File: src/sv/sss_pkg.sv
// ----------------------------------------------------------------------------
// sss_pkg
// Shared types and codes for the sequence store with search: the request and
// result structs, operation codes and status codes.
// ----------------------------------------------------------------------------
package sss_pkg;

    // Field widths fixed by the interface
    localparam int OP_W  = 3;
    localparam int VAL_W = 32;
    localparam int POS_W = 5;
    localparam int ST_W  = 3;
    localparam int ECW   = 6;

    // Most results reported for one find
    localparam int MAX_RESULTS = 32;
    localparam int NEMIT_W     = $clog2(MAX_RESULTS);

    // Operation codes
    localparam logic [OP_W-1:0] OP_APPEND   = 3'd0;
    localparam logic [OP_W-1:0] OP_DEL_HEAD = 3'd1;
    localparam logic [OP_W-1:0] OP_DEL_TAIL = 3'd2;
    localparam logic [OP_W-1:0] OP_DEL_POS  = 3'd3;
    localparam logic [OP_W-1:0] OP_FIND     = 3'd4;

    // Status codes
    localparam logic [ST_W-1:0] ST_DONE     = 3'd0;
    localparam logic [ST_W-1:0] ST_EMPTY    = 3'd1;
    localparam logic [ST_W-1:0] ST_RANGE    = 3'd2;
    localparam logic [ST_W-1:0] ST_FULL     = 3'd3;
    localparam logic [ST_W-1:0] ST_FOUND    = 3'd4;
    localparam logic [ST_W-1:0] ST_NOTFOUND = 3'd5;

    // Request payload
    typedef struct packed {
        logic [OP_W-1:0]         operation;
        logic signed [VAL_W-1:0] value;
        logic [POS_W-1:0]        position;
    } t_req;

    // Result payload
    typedef struct packed {
        logic [ST_W-1:0]  status;
        logic [POS_W-1:0] match_position;
        logic [ECW-1:0]   entry_count;
        logic             last;
    } t_rsp;

endpackage

File: src/sv/sequence_store_with_search.sv
// ----------------------------------------------------------------------------
// sequence_store_with_search
// Ordered store of up to CAPACITY signed words with append, delete and a
// find that reports every matching position.
// ----------------------------------------------------------------------------
// A request is taken when start is high and busy is low. Append, delete tail,
// errors, unused opcodes and deletes of the final entry finish in the idle
// state, and busy stays low, so such requests can follow each other every
// cycle. Delete head and delete at position move every later entry down one
// place through the entry memory's write port and registered read port, one
// entry per cycle, and busy stays high until the last entry has moved. Find
// reads the memory one entry per cycle: busy stays high until the scan reaches
// the end or the result limit, and through the flush state when the final
// match needs its own result. Results appear on o_rsp from a result register,
// at most one per cycle and marked by o_valid; they cannot be held off, so take
// them as they come. The final result of a request carries last.
module sequence_store_with_search #(
    parameter int CAPACITY = 32
) (
    input  logic           i_clk,
    input  logic           i_rst_n,
    input  logic           start,
    output logic           busy,
    input  sss_pkg::t_req  i_req,
    output logic           o_valid,
    output sss_pkg::t_rsp  o_rsp
);
    import sss_pkg::*;

    localparam int CW = $clog2(CAPACITY + 1);
    localparam int IW = $clog2(CAPACITY);
    localparam int XW = ((CW > POS_W) ? CW : POS_W) + 1;

    // Sequencer states
    localparam logic [1:0] S_IDLE  = 2'd0;
    localparam logic [1:0] S_SHIFT = 2'd1;
    localparam logic [1:0] S_FIND  = 2'd2;
    localparam logic [1:0] S_FLUSH = 2'd3;

    logic [1:0]         r_state, n_state;
    logic [CW-1:0]      r_count, n_count;
    logic [IW-1:0]      r_ptr, n_ptr;
    logic [VAL_W-1:0]   r_val, n_val;
    logic               r_pend_vld, n_pend_vld;
    logic [IW-1:0]      r_pend_pos, n_pend_pos;
    logic [NEMIT_W-1:0] r_nemit, n_nemit;
    logic               r_valid, n_valid;
    t_rsp               r_rsp, n_rsp;
    logic [VAL_W-1:0]   r_rd_data;

    logic [VAL_W-1:0]   mem [CAPACITY];

    logic               wr_en, rd_en;
    logic [IW-1:0]      wr_addr, rd_addr;
    logic [VAL_W-1:0]   wr_data;

    logic               accept;
    logic               emit, emit_last;
    logic [ST_W-1:0]    emit_status;
    logic [IW-1:0]      emit_pos;
    logic               del_go;
    logic [IW-1:0]      del_idx;
    logic               hit, at_end, shift_end;

    assign accept = start && (r_state == S_IDLE);
    assign hit    = (r_rd_data == r_val);
    assign at_end = (XW'(r_ptr) + XW'(1)) == XW'(r_count);
    assign shift_end = (XW'(r_ptr) + XW'(2)) == XW'(r_count);

    // Sequencer and datapath control
    always_comb begin
        n_state    = r_state;
        n_count    = r_count;
        n_ptr      = r_ptr;
        n_val      = r_val;
        n_pend_vld = r_pend_vld;
        n_pend_pos = r_pend_pos;
        n_nemit    = r_nemit;
        n_valid    = 1'b0;
        n_rsp      = r_rsp;
        wr_en      = 1'b0;
        wr_addr    = r_ptr;
        wr_data    = r_rd_data;
        rd_en      = 1'b0;
        rd_addr    = r_ptr;
        emit       = 1'b0;
        emit_last  = 1'b1;
        emit_status = ST_DONE;
        emit_pos   = '0;
        del_go     = 1'b0;
        del_idx    = '0;

        unique case (r_state)
            S_IDLE: begin
                if (accept) begin
                    emit = 1'b1;
                    unique case (i_req.operation)
                        OP_APPEND: begin
                            if (XW'(r_count) == XW'(CAPACITY)) begin
                                emit_status = ST_FULL;
                            end else begin
                                wr_en   = 1'b1;
                                wr_addr = r_count[IW-1:0];
                                wr_data = i_req.value;
                                n_count = r_count + CW'(1);
                            end
                        end
                        OP_DEL_HEAD: begin
                            if (r_count == '0) begin
                                emit_status = ST_EMPTY;
                            end else begin
                                del_go = 1'b1;
                            end
                        end
                        OP_DEL_TAIL: begin
                            if (r_count == '0) begin
                                emit_status = ST_EMPTY;
                            end else begin
                                n_count = r_count - CW'(1);
                            end
                        end
                        OP_DEL_POS: begin
                            if (r_count == '0) begin
                                emit_status = ST_EMPTY;
                            end else if (XW'(i_req.position) >= XW'(r_count)) begin
                                emit_status = ST_RANGE;
                            end else begin
                                del_go  = 1'b1;
                                del_idx = IW'(i_req.position);
                            end
                        end
                        OP_FIND: begin
                            if (r_count == '0) begin
                                emit_status = ST_EMPTY;
                            end else begin
                                emit       = 1'b0;
                                rd_en      = 1'b1;
                                rd_addr    = '0;
                                n_ptr      = '0;
                                n_val      = i_req.value;
                                n_pend_vld = 1'b0;
                                n_nemit    = '0;
                                n_state    = S_FIND;
                            end
                        end
                        default: begin
                            emit_status = ST_DONE;
                        end
                    endcase

                    // Delete: drop the final entry directly, else move later ones down
                    if (del_go) begin
                        if ((XW'(del_idx) + XW'(1)) == XW'(r_count)) begin
                            n_count = r_count - CW'(1);
                        end else begin
                            emit    = 1'b0;
                            rd_en   = 1'b1;
                            rd_addr = IW'(XW'(del_idx) + XW'(1));
                            n_ptr   = del_idx;
                            n_state = S_SHIFT;
                        end
                    end
                end
            end

            // Move entry ptr+1 to ptr, one per cycle
            S_SHIFT: begin
                wr_en   = 1'b1;
                wr_addr = r_ptr;
                wr_data = r_rd_data;
                if (shift_end) begin
                    n_count = r_count - CW'(1);
                    emit    = 1'b1;
                    n_state = S_IDLE;
                end else begin
                    rd_en   = 1'b1;
                    rd_addr = IW'(XW'(r_ptr) + XW'(2));
                    n_ptr   = IW'(XW'(r_ptr) + XW'(1));
                end
            end

            // Scan: one match is held back so the final one can carry last
            S_FIND: begin
                if (!at_end) begin
                    rd_en   = 1'b1;
                    rd_addr = IW'(XW'(r_ptr) + XW'(1));
                    n_ptr   = IW'(XW'(r_ptr) + XW'(1));
                end
                if (hit) begin
                    if (r_pend_vld) begin
                        emit        = 1'b1;
                        emit_last   = 1'b0;
                        emit_status = ST_FOUND;
                        emit_pos    = r_pend_pos;
                        n_nemit     = r_nemit + NEMIT_W'(1);
                        n_pend_pos  = r_ptr;
                        if (at_end || r_nemit == NEMIT_W'(MAX_RESULTS - 2)) begin
                            n_state = S_FLUSH;
                        end
                    end else if (at_end) begin
                        emit        = 1'b1;
                        emit_status = ST_FOUND;
                        emit_pos    = r_ptr;
                        n_state     = S_IDLE;
                    end else begin
                        n_pend_vld = 1'b1;
                        n_pend_pos = r_ptr;
                    end
                end else if (at_end) begin
                    emit    = 1'b1;
                    n_state = S_IDLE;
                    if (r_pend_vld) begin
                        emit_status = ST_FOUND;
                        emit_pos    = r_pend_pos;
                    end else begin
                        emit_status = ST_NOTFOUND;
                    end
                end
            end

            // Final held match
            S_FLUSH: begin
                emit        = 1'b1;
                emit_status = ST_FOUND;
                emit_pos    = r_pend_pos;
                n_state     = S_IDLE;
            end

            default: begin
                n_state = S_IDLE;
            end
        endcase

        // Result register load
        if (emit) begin
            n_valid              = 1'b1;
            n_rsp.status         = emit_status;
            n_rsp.match_position = POS_W'(emit_pos);
            n_rsp.entry_count    = ECW'(n_count);
            n_rsp.last           = emit_last;
        end
    end

    // Control registers
    always_ff @(posedge i_clk) begin
        if (!i_rst_n) begin
            r_state    <= S_IDLE;
            r_count    <= '0;
            r_pend_vld <= 1'b0;
            r_nemit    <= '0;
            r_valid    <= 1'b0;
        end else begin
            r_state    <= n_state;
            r_count    <= n_count;
            r_pend_vld <= n_pend_vld;
            r_nemit    <= n_nemit;
            r_valid    <= n_valid;
        end
    end

    // Payload registers
    always_ff @(posedge i_clk) begin
        r_ptr      <= n_ptr;
        r_val      <= n_val;
        r_pend_pos <= n_pend_pos;
        r_rsp      <= n_rsp;
    end

    // Entry memory: one write, one registered read
    always_ff @(posedge i_clk) begin
        if (wr_en) begin
            mem[wr_addr] <= wr_data;
        end
        if (rd_en) begin
            r_rd_data <= mem[rd_addr];
        end
    end

    assign busy    = (r_state != S_IDLE);
    assign o_valid = r_valid;
    assign o_rsp   = r_rsp;

    // Checks
    a_count_bound: assert property (@(posedge i_clk) disable iff (!i_rst_n)
        XW'(r_count) <= XW'(CAPACITY))
        else $error("entry count above capacity");

    a_append_grows: assert property (@(posedge i_clk) disable iff (!i_rst_n)
        (accept && i_req.operation == OP_APPEND && XW'(r_count) < XW'(CAPACITY))
        |=> (r_count == $past(r_count) + CW'(1)))
        else $error("append did not grow the store");

    a_last_idle: assert property (@(posedge i_clk) disable iff (!i_rst_n)
        (r_valid && r_rsp.last) |-> (r_state == S_IDLE))
        else $error("final result while sequencer still busy");

    a_more_busy: assert property (@(posedge i_clk) disable iff (!i_rst_n)
        (r_valid && !r_rsp.last) |-> (r_state == S_FIND || r_state == S_FLUSH))
        else $error("non-final result outside a find");

endmodule

File: config.mk
export PLATFORM = sky130hd
export DESIGN_NAME = sequence_store_with_search
export DESIGN_NICKNAME = d
export VERILOG_FILES = /design/src/sv/sss_pkg.sv /design/src/sv/sequence_store_with_search.sv
export SDC_FILE = /design/constraint.sdc
export NUM_CORES = 2
export LEC_CHECK = 0
export BUFFER_PORTS_ARGS = -buffer_cell sky130_fd_sc_hd__clkbuf_2
export CORE_MARGIN = 2
export CORE_UTILIZATION = 57
export DETAILED_ROUTE_END_ITERATION = 8
export PLACE_DENSITY = 0.76
export SETUP_SLACK_MARGIN = 0.3
export SLEW_MARGIN = 30
export SYNTH_ARGS = -nofsm -noshare
export SYNTH_HDL_FRONTEND = slang
export SYNTH_SLANG_ARGS = --single-unit
export TNS_END_PERCENT = 5
File: constraint.sdc
create_clock -name i_clk -period 5.2 [get_ports i_clk]
set_clock_uncertainty 0.1 [all_clocks]
set_input_delay 1.04 -clock i_clk [delete_from_list [all_inputs] [get_ports i_clk]]
set_output_delay 1.04 -clock i_clk [all_outputs]
set_load 0.005 [all_outputs]
==> run summary <==
Cell Count Post-Placement: 3834
status: finished clean
reg-to-reg setup timing slack: 160 ps
Longest Clk Path Bufs: 3
worst path buffer plus inverter count: 7
worst path cell trace: buf_12 -> inv_16 -> ha_4 -> nand2b_4 -> a21o_1 -> a21oi_2 -> and3_4 -> ha_2 -> nand3_4 -> xor2_4 -> a21oi_2 -> o221ai_2 -> a211o_1 -> buf_4 -> o311a_4 -> a2111oi_4 -> nor3_4 -> buf_12 -> buf_16 -> buf_8 -> buf_4 -> mux4_2 -> a22oi_2 -> nand4_1
most common cell after layout, fill and taps aside: edfxtp_1
clock-pin transition on the worst setup and hold timing paths: 60 ps
CTS Buf Count: 108
Post-Layout Inst Area: 53800 um^2
post-route ant nets: 0
area occupied by multi-input gates: 11900 um^2
global-route wire length before repair: 177000 um
Non-Filler Instances: 4067
r2r startpoint: r_count[2]
gpl congestion: 0.933
syn avg cell area: 17.6 um^2
initial antenna violation count: 3
fillers: 5138
CTS H-tree lvls: 3
GRT Overall Usage: 29.6%
clock root buffer: clkbuf_16
Syn Inst Count: 2612
PnR worst setup slack: 80.7 ps
Routed WL: 123000 um
Worst Hold Endpoint: r_nemit[4]
Syn Std Cell Area: 45900 um^2
Worst R2R Path Depth: 22
IO Port Bufs: 59
pwr dens: 377 nW/um^2
max incr delay on CP: 380 ps
crit path launch type: input port
setup violators final: 0
total vias in the final route: 26816
Iter 0 DRT Violations: 3559
Die ar.: 82900 um^2
register area: 33700 um^2
max-slew violation count: 0
Die H: 288 um
Skew-Pair Late Insertion Delay: 670 ps
unrepaired setup endpoints after global routing: yes
CTS tree: built
n_diodes: 0
Cell Rows: 104
# clock sinks: 1128
fraction of layout cells with a size suffix above 1: 24.8%
CP delay by family, top: compound AO/OA/AOI/OAI gates
minimum clock period: 5120 ps
Worst Path Required: 5500 ps
largest net degree at the start of global routing: 37
final hold violations: 0
CTS Hold Bufs: 0
max_cap viols: 0
worst slack at placement: -554 ps
hold_sp: r_nemit[4]
crit end category: flip-flop
net count reported at finish: 2978
Chip Width: 288 um
Crit Path Category: in -> reg
worst hold path class: reg -> reg
commonest cells after routing, fill and taps aside: 1113 x edfxtp_1, 264 x mux2i_1, 208 x buf_4
# DRC: 0
PnR Total Power: 20.3 mW
CP max FO: 8
DR WL/cell: 30.2 um
ys flop type: edfxtp_1
ys async rst share: 0%
Core ar.: 80200 um^2
Final period util: 98.4%
gr ovfl total: 0
Worst Tran Pin Value: 1060 ps
EDFF count, synth: 1113
vias in the first global route: 26475
sequential-to-total area share from yosys stat: 73.4%
worst endpoint data arrival time: 5420 ps
fmax: 195 MHz
DR pass1 iterations: 5
Synthesized Nets: 2674
# IOs: 60
Synth Register Bits: 1128
peak supply drop: 0.326 mV
reg2reg end: r_rd_data[19]
Syn. warnings: 0
Via-to-Cell Ratio: 6.59
Post-DP Area: 49900 um^2
leakage power of the design: 18.2 nW
DP HPWL: 71400 um
slew margin rel.: 29.2%
slowest CP cell: a2111oi_4
hold depth: 2
Initial Util: 57.3%
count of different cell masters after synthesis: 82
area delta synth->final: 17.2%
-- registers in the layout, indices dropped and copies added (netlist names) --
| register | count |
|---|---|
| r_pend_pos | 5 |
| r_pend_vld | 1 |
| r_nemit | 5 |
| r_count | 6 |
| o_rsp | 15 |
| r_rd_data | 32 |
| o_valid | 1 |
| r_state | 2 |
| r_ptr | 5 |
| mem | 1024 |
| r_val | 32 |
-- metrics by stage --
| step | TNS (ps) | hold WS (ps) | util, % |
|---|---|---|---|
| CTS | 0 | 429 | 66.6 |
| global placement | -13320 | 395 | 62.2 |
| finish | 0 | 430 | 67.2 |
| global route | -248 | 453 | 67.2 |
| floorplan | -394 | 321 | - |
| detailed placement | -14860 | 418 | 62.2 |
-- cells by family (layout without fill, tap and decap cells) --
group / Yosys count / in the layout / share of synthesized area (%)
buffers and inverters: 179 / 574 / 2.02
XOR/XNOR: 53 / 53 / 1.01
adder cells (fa/ha/maj): 19 / 19 / 0.518
AND/OR/NAND/NOR: 459 / 459 / 4.81
multiplexers: 417 / 417 / 12.4
flip-flops: 1128 / 1128 / 73.4
AO/OA/AOI/OAI: 357 / 357 / 5.80
-- worst max-delay path by stage --
stage,cells past startpoint,end,start
final,24,r_rd_data[19],i_req[0]
after global routing,27,r_rd_data[30],i_req[0]
after CTS,25,r_rd_data[20],i_req[0]
after detailed placement,24,r_rd_data[13],i_req[0]
after floorplan,20,r_rd_data[0],i_req[0]
after global placement,23,r_rd_data[5],i_req[0]
-- tightest hold or removal path, delay by kind of cell, from the launching register on --
kind | cells | cell delay, ps
simple gates | 1 | 70
xor+xnor | 1 | 80
flops | 1 | 350
-- timing repair --
item	in CTS	in global routing
pin swaps	6	22
hold endpoints to repair	0	0
cloned	3	2
buffers inserted	5	22
resized for setup	18	43
endpoints found under the setup margin	32	32
-- synth_stat cells (7+ instances only) --
| cell type | count | share of area, % |
|---|---|---|
| mux2_2 | 33 | 0.81 |
| nand2b_1 | 9 | 0.12 |
| mux4_2 | 119 | 5.8 |
| a21oi_1 | 57 | 0.62 |
| buf_6 | 15 | 0.37 |
| mux2i_1 | 265 | 5.8 |
| and2_1 | 22 | 0.30 |
| xnor2_1 | 41 | 0.78 |
| ha_1 | 19 | 0.52 |
| buf_4 | 19 | 0.31 |
| a211oi_1 | 41 | 0.67 |
| a31oi_1 | 25 | 0.34 |
| dfxtp_1 | 15 | 0.65 |
| nor2b_1 | 33 | 0.45 |
| nand2_1 | 196 | 1.6 |
| a22oi_1 | 64 | 1.0 |
| nor3_1 | 18 | 0.20 |
| xor2_1 | 12 | 0.23 |
| o21ai_0 | 24 | 0.26 |
| buf_2 | 50 | 0.54 |
| nand3_1 | 31 | 0.34 |
| a221oi_1 | 8 | 0.15 |
| clkbuf_1 | 59 | 0.48 |
| nand4_1 | 42 | 0.57 |
| edfxtp_1 | 1113 | 73 |
| and3_1 | 9 | 0.12 |
| a32oi_1 | 66 | 1.3 |
| inv_1 | 25 | 0.20 |
| nor2_1 | 74 | 0.60 |
| o22ai_1 | 7 | 0.095 |
-- metal layers --
metal	up-vias	GRT usage [%]	wire [um]
li1	11150	-	-
met1	13685	41.1	45900
met2	1686	47.0	58400
met3	289	5.90	13800
met4	6	10.8	4600
met5	-	0	45
-- cell type report --
class                   instances  area share [%]
clock buffers                 140            5.36
well taps                    1060            2.46
multi-input cells            1305            22.2
clock inverters                61           0.732
flip-flops and latches       1128            62.6
repair buffers                346            6.40
inverters                      27           0.218
-- report_power, final --
group	internal, mW	switching (mW)
Combinational	1.28	1.56
Sequential	10.1	0.0279
Clock	4.05	3.28
Total	15.4	4.87
No activity file was read; power rests on OpenSTA's default activity.
